File: src/design/kei_pkg.sv
// Package for the keyframe easing interpolator: request and result types,
// codes, widths and the rounding helper. No dependencies.
`default_nettype none
package kei_pkg;

    localparam int TIME_W       = 63;
    localparam int PER_W        = 48;
    localparam int WORD_W       = 32;
    localparam int PROGRESS_ONE = 65536;
    localparam int PROG_BITS    = $clog2(PROGRESS_ONE);
    localparam int PROG_W       = PROG_BITS + 1;
    localparam int VALUE_WORDS  = 8;
    localparam int DELTA_W      = WORD_W + 2;
    localparam int PROD_W       = DELTA_W + PROG_W + 1;

    typedef enum logic [2:0] {
        EASE_LINEAR = 3'd0,
        EASE_IN     = 3'd1,
        EASE_OUT    = 3'd2,
        EASE_IN_OUT = 3'd3
    } easing_t;

    typedef enum logic [1:0] {
        DIR_NORMAL  = 2'd0,
        DIR_REVERSE = 2'd1,
        DIR_ALT     = 2'd2,
        DIR_ALT_REV = 2'd3
    } direction_t;

    typedef enum logic [2:0] {
        PROP_OPACITY  = 3'd0,
        PROP_CORNERS  = 3'd1,
        PROP_SHADOW   = 3'd2,
        PROP_BACKDROP = 3'd3,
        PROP_AFFINE   = 3'd4
    } property_t;

    typedef enum logic [1:0] {
        KIND_UNSIGNED,
        KIND_SIGNED,
        KIND_COLOUR,
        KIND_DISCRETE
    } kind_t;

    localparam logic [2:0] SHADOW_COLOUR_WORD     = 3'd4;
    localparam logic [2:0] BACKDROP_COLOUR_WORD   = 3'd2;
    localparam logic [2:0] BACKDROP_DISCRETE_WORD = 3'd5;
    localparam logic [VALUE_WORDS-1:0] SHADOW_SIGNED_MASK = 8'h03;

    typedef struct packed {
        logic [TIME_W-1:0] now_ns;
        logic [TIME_W-1:0] launch_ns;
        logic [TIME_W-1:0] end_ns;
        logic [PER_W-1:0]  period_ns;
        logic [31:0]       play_count;
        logic [2:0]        easing;
        logic [1:0]        direction;
        logic [2:0]        property_req;
        logic [2:0]        word_index;
        logic [WORD_W-1:0] from_word;
        logic [WORD_W-1:0] to_word;
    } item_t;

    typedef struct packed {
        logic [WORD_W-1:0] value_word;
        logic              terminal;
        logic              status;
    } result_t;

    // Per-request control carried alongside the divider rows
    typedef struct packed {
        logic              rm;
        logic              early;
        logic              ended;
        logic              odd;
        logic [2:0]        easing;
        logic [1:0]        direction;
        logic [2:0]        prop;
        logic [2:0]        widx;
        logic [WORD_W-1:0] from_word;
        logic [WORD_W-1:0] to_word;
    } ctl_t;

    function automatic kind_t word_kind(input logic [2:0] prop, input logic [2:0] widx);
        kind_t k;
        k = KIND_UNSIGNED;
        case (prop)
            PROP_SHADOW:
            begin
                if (widx == SHADOW_COLOUR_WORD)
                    k = KIND_COLOUR;
                else if (SHADOW_SIGNED_MASK[widx])
                    k = KIND_SIGNED;
            end
            PROP_BACKDROP:
            begin
                if (widx == BACKDROP_COLOUR_WORD)
                    k = KIND_COLOUR;
                else if (widx == BACKDROP_DISCRETE_WORD)
                    k = KIND_DISCRETE;
            end
            PROP_AFFINE:    k = KIND_SIGNED;
            default:        k = KIND_UNSIGNED;
        endcase
        return k;
    endfunction

    // Scale by one progress unit, rounding half away from zero, kept mod 2^32
    function automatic logic [WORD_W-1:0] round_scale(input logic signed [PROD_W-1:0] n);
        logic [PROD_W-1:0] m;
        logic [PROD_W-1:0] r;
        m = n[PROD_W-1] ? (PROD_W'(0) - PROD_W'(n)) : PROD_W'(n);
        r = (m + PROD_W'(PROGRESS_ONE / 2)) >> PROG_BITS;
        return n[PROD_W-1] ? (WORD_W'(0) - r[WORD_W-1:0]) : r[WORD_W-1:0];
    endfunction

endpackage
`default_nettype wire

File: src/design/kei_blend.sv
// Easing, direction and word blending stages after the progress divider.
// Depends on kei_pkg.
`default_nettype none
module kei_blend (
    input  wire logic                      clk,
    input  wire logic                      rst_n,
    input  wire logic                      in_valid,
    input  wire logic [kei_pkg::PROG_W-1:0] in_prog,
    input  wire kei_pkg::ctl_t             in_ctl,
    output logic                           done,
    output kei_pkg::result_t               result
);
    import kei_pkg::*;

    localparam logic [PROG_W-1:0] ONE  = PROG_W'(PROGRESS_ONE);
    localparam int SQ_W = 2 * PROG_W;

    // square stage
    logic              d_valid_reg;
    logic [PROG_W-1:0] d_prog_reg;
    logic              d_half_reg;
    logic [SQ_W-1:0]   d_sq_reg;
    ctl_t              d_ctl_reg;
    logic [PROG_W-1:0] inv;
    logic              half;
    logic [PROG_W-1:0] sq_op;

    // easing stage
    logic              e_valid_reg;
    logic [PROG_W-1:0] e_eased_reg, e_eased_next;
    ctl_t              e_ctl_reg;
    logic [SQ_W+1:0]   t_wide;
    logic [PROG_W-1:0] t;
    logic [PROG_W-1:0] eased;
    logic              forward;

    // multiply stage
    logic                    f_valid_reg;
    logic [PROG_W-1:0]       f_eased_reg;
    ctl_t                    f_ctl_reg;
    kind_t                   f_kind_reg, kind;
    logic signed [PROD_W-1:0] f_prod_reg;
    logic signed [26:0]      f_bprod_reg [4];
    logic signed [DELTA_W-1:0] a_s, b_s, delta;

    // output stage
    logic              done_reg;
    result_t           result_reg, result_next;
    logic [WORD_W-1:0] word_val;
    logic [WORD_W-1:0] byte_scaled;

    always_comb
    begin
        inv   = ONE - in_prog;
        half  = ({1'b0, in_prog} << 1) <= {1'b0, ONE};
        sq_op = ((in_ctl.easing == EASE_IN) || ((in_ctl.easing == EASE_IN_OUT) && half))
                ? in_prog : inv;
    end

    always_ff @(posedge clk)
    begin
        d_prog_reg <= in_prog;
        d_half_reg <= half;
        d_sq_reg   <= sq_op * sq_op;
        d_ctl_reg  <= in_ctl;
    end

    always_comb
    begin
        if (d_ctl_reg.easing == EASE_IN_OUT)
            t_wide = {1'b0, d_sq_reg, 1'b0};
        else
            t_wide = {2'b00, d_sq_reg};
        t_wide = (t_wide + (SQ_W+2)'(PROGRESS_ONE / 2)) >> PROG_BITS;
        t      = t_wide[PROG_W-1:0];
        case (d_ctl_reg.easing)
            EASE_IN:     eased = t;
            EASE_OUT:    eased = ONE - t;
            EASE_IN_OUT: eased = d_half_reg ? t : ONE - t;
            default:     eased = d_prog_reg;
        endcase
        case (d_ctl_reg.direction)
            DIR_NORMAL:  forward = 1'b1;
            DIR_REVERSE: forward = 1'b0;
            DIR_ALT:     forward = !d_ctl_reg.odd;
            default:     forward = d_ctl_reg.odd;
        endcase
        e_eased_next = forward ? eased : ONE - eased;
    end

    always_ff @(posedge clk)
    begin
        e_eased_reg <= e_eased_next;
        e_ctl_reg   <= d_ctl_reg;
    end

    always_comb
    begin
        kind = word_kind(e_ctl_reg.prop, e_ctl_reg.widx);
        if (kind == KIND_SIGNED)
        begin
            a_s = DELTA_W'($signed(e_ctl_reg.from_word));
            b_s = DELTA_W'($signed(e_ctl_reg.to_word));
        end
        else
        begin
            a_s = DELTA_W'({1'b0, e_ctl_reg.from_word});
            b_s = DELTA_W'({1'b0, e_ctl_reg.to_word});
        end
        delta = b_s - a_s;
    end

    always_ff @(posedge clk)
    begin
        f_eased_reg <= e_eased_reg;
        f_ctl_reg   <= e_ctl_reg;
        f_kind_reg  <= kind;
        f_prod_reg  <= PROD_W'(delta * $signed({1'b0, e_eased_reg}));
        for (int k = 0; k < 4; k++)
        begin
            f_bprod_reg[k] <= 27'(($signed({1'b0, e_ctl_reg.to_word[8*k +: 8]})
                                   - $signed({1'b0, e_ctl_reg.from_word[8*k +: 8]}))
                                  * $signed({1'b0, e_eased_reg}));
        end
    end

    always_comb
    begin
        word_val    = 32'd0;
        byte_scaled = '0;
        case (f_kind_reg)
            KIND_DISCRETE:
                word_val = (f_eased_reg < ONE) ? f_ctl_reg.from_word : f_ctl_reg.to_word;
            KIND_COLOUR:
                for (int k = 0; k < 4; k++)
                begin
                    byte_scaled = round_scale(PROD_W'(f_bprod_reg[k]));
                    word_val[8*k +: 8] = f_ctl_reg.from_word[8*k +: 8] + byte_scaled[7:0];
                end
            default:
                word_val = f_ctl_reg.from_word + round_scale(f_prod_reg);
        endcase

        result_next = '0;
        if (f_ctl_reg.rm)
        begin
            result_next.value_word = f_ctl_reg.to_word;
            result_next.terminal   = 1'b1;
        end
        else if (f_ctl_reg.early)
            result_next.value_word = f_ctl_reg.from_word;
        else if ((f_ctl_reg.prop > PROP_AFFINE) || (f_ctl_reg.easing > EASE_IN_OUT))
            result_next.status = 1'b1;
        else
        begin
            result_next.value_word = word_val;
            result_next.terminal   = f_ctl_reg.ended;
        end
    end

    always_ff @(posedge clk)
    begin
        result_reg <= result_next;
    end

    always_ff @(posedge clk or negedge rst_n)
    begin
        if (!rst_n)
        begin
            d_valid_reg <= 1'b0;
            e_valid_reg <= 1'b0;
            f_valid_reg <= 1'b0;
            done_reg    <= 1'b0;
        end
        else
        begin
            d_valid_reg <= in_valid;
            e_valid_reg <= d_valid_reg;
            f_valid_reg <= e_valid_reg;
            done_reg    <= f_valid_reg;
        end
    end

    assign done   = done_reg;
    assign result = result_reg;

endmodule
`default_nettype wire

File: config.mk
export PLATFORM = sky130hd
export DESIGN_NAME = kei_blend
export DESIGN_NICKNAME = d
export VERILOG_FILES = /design/src/design/kei_pkg.sv /design/src/design/kei_blend.sv
export SDC_FILE = /design/constraint.sdc
export NUM_CORES = 2
export LEC_CHECK = 0
export BUFFER_PORTS_ARGS = -buffer_cell sky130_fd_sc_hd__buf_4
export CAP_MARGIN = 20
export CORE_MARGIN = 2
export CORE_UTILIZATION = 28
export CTS_CLUSTER_DIAMETER = 80
export CTS_CLUSTER_SIZE = 24
export DETAILED_ROUTE_END_ITERATION = 10
export PLACE_DENSITY = 0.42
export SETUP_SLACK_MARGIN = 0.15
export SLEW_MARGIN = 5
export SYNTH_ARGS = -nofsm -noshare
export SYNTH_HDL_FRONTEND = slang
export SYNTH_SLANG_ARGS = --single-unit
File: constraint.sdc
create_clock -name clk -period 13.1 [get_ports clk]
set_clock_uncertainty 0.2 [all_clocks]
set_input_delay 1.965 -clock clk [delete_from_list [all_inputs] [get_ports clk]]
set_output_delay 1.965 -clock clk [all_outputs]
set_load 0.005 [all_outputs]
# Yosys cells after proc, flatten, opt, wreduce, memory -nomap -nowiden

Memories as Yosys holds them, arrays and structs flattened. A register that Yosys moved wholly into a read port is not among the register bits.
Index checks and enable logic that the tools add are counted.

Bitwise logic cells: 0
Shifts and indexed selects: 0
Div/mod/pow operators: 0
Mux-type cells: 31
Add/sub/neg operators: 29
Reductions and logical operators: 6
Multipliers: 6
Magnitude comparators: 5
Eq/ne operators: 16

Operators by type and width:

| cell                                              | number |
|---|---|
| multiplier 9 x 18 -> 27 bit                       | 4 |
| 2-to-1 mux 33 bit                                 | 3 |
| adder 24 x 16 -> 24 bit, second input constant    | 4 |
| 2-to-1 mux 24 bit                                 | 4 |
| 2-to-1 mux 32 bit                                 | 3 |
| subtractor 1 x 24 -> 24 bit, first input constant | 4 |
| 2-to-1 mux 34 bit                                 | 2 |
| one-hot mux 32 bit (2 select lines)               | 1 |
| multiplier 34 x 18 -> 52 bit                      | 1 |
| 2-to-1 mux 17 bit                                 | 3 |
| one-hot mux 17 bit (3 select lines)               | 1 |
| subtractor 17 bit, first input constant           | 3 |
| adder 48 x 16 -> 48 bit, second input constant    | 1 |
| 2-to-1 mux 48 bit                                 | 1 |
| subtractor 1 x 48 -> 48 bit, first input constant | 1 |
| subtractor 8 x 8 -> 9 bit                         | 4 |
| subtractor 34 bit                                 | 1 |
| adder 33 x 16 -> 33 bit, second input constant    | 1 |
| multiplier 17 x 17 -> 33 bit                      | 1 |
| adder 32 bit                                      | 1 |
| adder 8 bit                                       | 4 |
| 2-to-1 mux 8 bit                                  | 4 |
| subtractor 1 x 32 -> 32 bit, first input constant | 1 |
| subtractor 1 x 8 -> 8 bit, first input constant   | 4 |
| 19 further kinds                                  | 36 |

Bits in latches: 0
RAM bits: 108
Logic and storage cells: 134
Flip-flop bits (word level): 405
Memories kept: 2
Output and inout bits: 35
Input port bits: 99
Memory bits (read-only): 8

Memory list:

| memory          | words | bits a word | rd ports | clocked after memory_dff | wr ports | line            | text |
|---|---|---|---|---|---|---|---|
| f_bprod_reg     | 4     | 27          | 4        | 0                        | 4        | kei_blend.sv:43 | `logic signed [26:0] f_bprod_reg [4];` |
| (no name shown) | 8     | 1           | 1        | 1                        | 0        | kei_pkg.sv:92   | `else if (SHADOW_SIGNED_MASK[widx])` |

# Logic depth before layout (Yosys ltp)

An unclocked memory read counts as a cell.

Depth after elaboration: 11
Gate-level depth with buffers: 40
Mapped depth without buffers: 39

# Least setup slack after synthesis

OpenSTA, ideal clock, no wires.

Kind: input port to flip-flop
Start: in in_prog[0] (netlist name)
End: reg d_sq_reg[32]
Setup slack: 2.492 ns
Required time: 12.828 ns
Data arrival time: 10.336 ns
Stages on the path: 36
Setup time: 0.072 ns
Buffers on the path: 2
Cells stage by stage: inv_1 -> ha_1 -> nor3b_1 -> nor4bb_1 -> clkbuf_1 -> nand2_1 -> a21oi_1 -> o21a_1 -> clkbuf_1 -> a21oi_1 -> xnor2_1 -> clkinv_1 -> nand2_1 -> inv_1 -> fa_1 -> fa_1 -> inv_1 -> fa_1 -> inv_1 -> fa_1 -> inv_1 -> fa_1 -> inv_1 -> fa_1 -> ha_1 -> a21o_1 -> a21oi_1 -> nor3b_1 -> a211oi_1 -> o21a_1 -> a221o_1 -> a21o_1 -> a21o_1 -> a21o_1 -> a21oi_1 -> xnor2_1

Cells in the longest elaborated chain, start to end: 5
Elaborated cells between the ends (all ways): 6
Classes of those cells: add/sub (1); mul (1); order compare (1); mux (1); reduce/logical (2)

Ends and longest elaborated chain:

| element                                   | line            | text |
|---|---|---|
| from (decl)                               | kei_blend.sv:8  | `input wire logic [kei_pkg::PROG_W-1:0] in_prog,` |
| less-or-equal comparator 18 x 17 -> 1 bit | kei_blend.sv:55 | `half = ({1'b0, in_prog} << 1) <= {1'b0, ONE};` |
| net half                                  | kei_blend.sv:25 | `logic half;` |
| logical AND 1 bit                         | kei_blend.sv:56 | `sq_op = ((in_ctl.easing == EASE_IN) \|\| ((in_ctl.easing == EASE_IN_OUT) && half))` |
| logical OR 1 bit                          | kei_blend.sv:56 |  |
| 2-to-1 mux 17 bit                         | kei_blend.sv:57 | `? in_prog : inv;` |
| multiplier 17 x 17 -> 33 bit              | kei_blend.sv:64 | `d_sq_reg <= sq_op * sq_op;` |
| to (signal assigned)                      | kei_blend.sv:64 |  |
| to (decl)                                 | kei_blend.sv:22 | `logic [SQ_W-1:0] d_sq_reg;` |

The timed path passes the listed nets, and every way through them passes these cells.
A chain may end at the register's enable or synchronous reset.

# Worst setup path after layout

Start: reg e_ctl_reg[34] (netlist name)
End: reg f_prod_reg[51]

Cells in the longest elaborated chain, start to end: 3

Ends and longest elaborated chain:

| element                      | line             | text |
|---|---|---|
| from (decl)                  | kei_blend.sv:31  | `ctl_t e_ctl_reg;` |
| from (signal assigned)       | kei_blend.sv:94  | `e_ctl_reg <= d_ctl_reg;` |
| 2-to-1 mux 34 bit            | kei_blend.sv:100 | `if (kind == KIND_SIGNED)` |
| subtractor 34 bit            | kei_blend.sv:110 | `delta = b_s - a_s;` |
| multiplier 34 x 18 -> 52 bit | kei_blend.sv:118 | `f_prod_reg <= PROD_W'(delta * $signed({1'b0, e_eased_reg}));` |
| to (signal assigned)         | kei_blend.sv:118 |  |
| to (decl)                    | kei_blend.sv:42  | `logic signed [PROD_W-1:0] f_prod_reg;` |

Every way passes these cells.

==> results.sh <==
export IMPL_hp_start="d_ctl_reg[28]"
export IMPL_h_tree_depth=2
export IMPL_timing_rr_start="e_ctl_reg[34]"
export IMPL_drc=0
export IMPL_synth_top_area_cell="fa_1"
export IMPL_finalSetupViolCount=0
export IMPL_worst_r2r_setup_slack_ns=1.73
export IMPL_worst_pin_slew_ns=1.13
export IMPL_ys_ff_latch=467
export IMPL_io_pins=134
export IMPL_start_kind="register"
export IMPL_netlist_top_cells_area="fa_1 (34%), dfxtp_1 (13%), ha_1 (11%), inv_1 (7.9%), nand2_1 (4.7%)"
export IMPL_finalHoldViolations=0
export IMPL_die_x_um=501
export IMPL_area_growth_pct=9.46
export IMPL_vias=50700
export IMPL_root_buffer="clkbuf_16"
export IMPL_cts_repair_resized=0
export IMPL_worstPathMaxFanout=9
export IMPL_ys_flop_type="dfxtp_1"
export IMPL_yosysTopAreaCellShare_pct=33.7
export IMPL_maxSlewHeadroom_pct=24.3
export IMPL_syn_avg_cell_area_um2=8.94
export IMPL_largest_reg_flops=100
export IMPL_postSynthCellCount=7737
export IMPL_overflow=0
export IMPL_drv_slew=0
export IMPL_status="finished, final reports clean"
export IMPL_grt_pass1_wl_mm=321
export IMPL_grt_max_degree=66
export IMPL_finalCritPeriodShare_pct=86.8
export IMPL_netlist_top_cells_count="inv_1 (1461), fa_1 (1164), nand2_1 (875), ha_1 (611), dfxtp_1 (463)"
export IMPL_synth_fp_nets=9611
export IMPL_cp_num_buf_inv=5
export IMPL_antenna_left=0
export IMPL_routed_wl_mm=203
export IMPL_yosys_cell_count_top_type="inv_1"
export IMPL_cts_hold_buf=0
export IMPL_vias_per_cell=4.63
export IMPL_initial_utilization_pct=28.1
export IMPL_grt_antenna_before_repair=13
export IMPL_crit_family="compound AO/OA/AOI/OAI gates"
export IMPL_first_pass_iters=6
export IMPL_routedWlPerCell_um=18.6
export IMPL_cp_required_ns=13.48
export IMPL_place_congestion=0.867
export IMPL_numClockSinks=467
export IMPL_clkTransAtPathRegs_ns=0.08
export IMPL_rows=182
export IMPL_cts_post_setup_buffers_inserted=0
export IMPL_insertion_delay_ns=0.75
export IMPL_hpwl_mm=161
export IMPL_fmax_ghz=0.0879
export IMPL_setup_worst_path_start="e_ctl_reg[34]"
export IMPL_die_y_um=501
export IMPL_slowest_delay_ns=0.81
export IMPL_track_usage_pct=16.4
export IMPL_critPathArrivalTime_ns=11.75
export IMPL_synth_enable_flop_cells=0
export IMPL_end_kind="register"
export IMPL_portBuffers=133
export IMPL_dp_cells=10900
export IMPL_drt_initial_drc_count=2949
export IMPL_ys_seq_area_share_pct=13.5
export IMPL_finalSetupTns_ns=0
export IMPL_drive_gt1_share_pct=6.23
export IMPL_crit_path_top_delay_cell="a211oi_1"
export IMPL_netlist_cell_type_count=102
export IMPL_async_reset_ff_share_pct=0.857
export IMPL_grt_setup_unrepaired="no"
export IMPL_crit_type="register to register"
export IMPL_core_area_um2=246000
export IMPL_yosysWarnings=0
export IMPL_cts_made_buffers=49
export IMPL_cts_tree="yes"
export IMPL_drv_cap=0
export IMPL_grt_pass1_vias=54000
export IMPL_hp_class="register to register"
export IMPL_nets=9563
export IMPL_stdcell_count=11000
export IMPL_post_route_min_period_ns=11.37
export IMPL_die_area_um2=251000
export IMPL_clock_tree_buffer_depth=3
export IMPL_syn_area_um2=69200
==> worst register-to-register path: cells and delay by family (launching register included) <==
family	cells	cell delay, ns
AOI/OAI and AO/OA	15	5.04
adders and majority gates	7	3.27
and+or+nand+nor	5	1.19
xor gates and xnor gates	2	0.69
buffers and inverters	5	0.53
DFF	1	0.34
==> final timing paths <==
path | cells after the start | endpoint
worst max-delay path | 34 | f_prod_reg[51]
worst min-delay path | 0 | e_ctl_reg[28]
worst max register to register | 34 | f_prod_reg[51]
worst min register to register | 0 | e_ctl_reg[28]
max in group asynchronous | 1 | d_valid_reg
min in group asynchronous | 1 | f_valid_reg
==> layer usage <==
| layer | wire length [µm] | part of all wire [%] | vias to the layer above | global-route usage (%) |
|---|---|---|---|---|
| li1 | - | - | 24100 | - |
| met1 | 99100 | 49 | 25400 | 23.5 |
| met2 | 92100 | 45 | 995 | 26.6 |
| met3 | 8780 | 4.3 | 174 | 1.91 |
| met4 | 3350 | 1.6 | 2 | 2.83 |
| met5 | 13 | 0.0064 | - | 0 |
==> layout make-up <==
class	instances	area (µm²)
Timing Repair Buffer	239	1800
Sequential cell	467	9400
Inverter	1469	5510
Tap cell	3220	4030
Fill cell	25900	170000
Multi-Input combinational cell	5463	53200
Clock inverter	35	593
Clock buffer	51	1230
Antenna cell	7	17.5
==> cell usage in the layout (no fill, tap or decap), drive strengths merged, types with 12 or more instances in the layout <==
cell     count
a22oi       28
nand2b     103
clkbuf      51
nor2b       76
o21a        31
a21o        91
nand4       31
nand3b      12
clkinv      14
o211ai      41
mux2        19
nor4        34
inv       1485
o21bai      48
a2111oi     13
and3        38
buf        239
nand2      875
a21oi      246
fa        1164
a211oi      34
nor2       293
xnor2      329
a21boi      20
o22ai       17
o31ai       29
a31oi       30
dfxtp      463
ha         611
xor2       134
o41ai       12
or3b        15
and2       389
or3         42
or2         53
nor3        83
nor3b       18
o21ai      200
mux2i       77
nand3       77
==> cell families after synthesis <==
| group | Yosys count | share of synthesized area [%] |
|---|---|---|
| multiplexers | 96 | 1.42 |
| adder cells (fa/ha/maj) | 1777 | 44.7 |
| AO/OA/AOI/OAI | 952 | 9.06 |
| flip-flops | 467 | 13.5 |
| AND/OR/NAND/NOR | 2174 | 15.5 |
| buffers and inverters | 1807 | 9.82 |
| XOR/XNOR | 464 | 5.89 |
==> per-stage QoR <==
stage / instance area (µm²) / setup slack, ns / hold slack, ns / utilization, %
after floorplan: 69200 / 2.49 / 0.110 / -
after global placement: 73900 / 1.45 / 0.110 / 30.0
after detailed placement: 73900 / 1.28 / 0.112 / 30.0
after CTS: 75700 / 1.67 / 0.111 / 30.8
after global routing: 75700 / 1.06 / 0.125 / 30.8
final: 75800 / 1.73 / 0.111 / 30.8
Power is left out: the tool's default activity adds up to more than one toggle a clock period on the data nets, which glitch-free logic cannot reach.
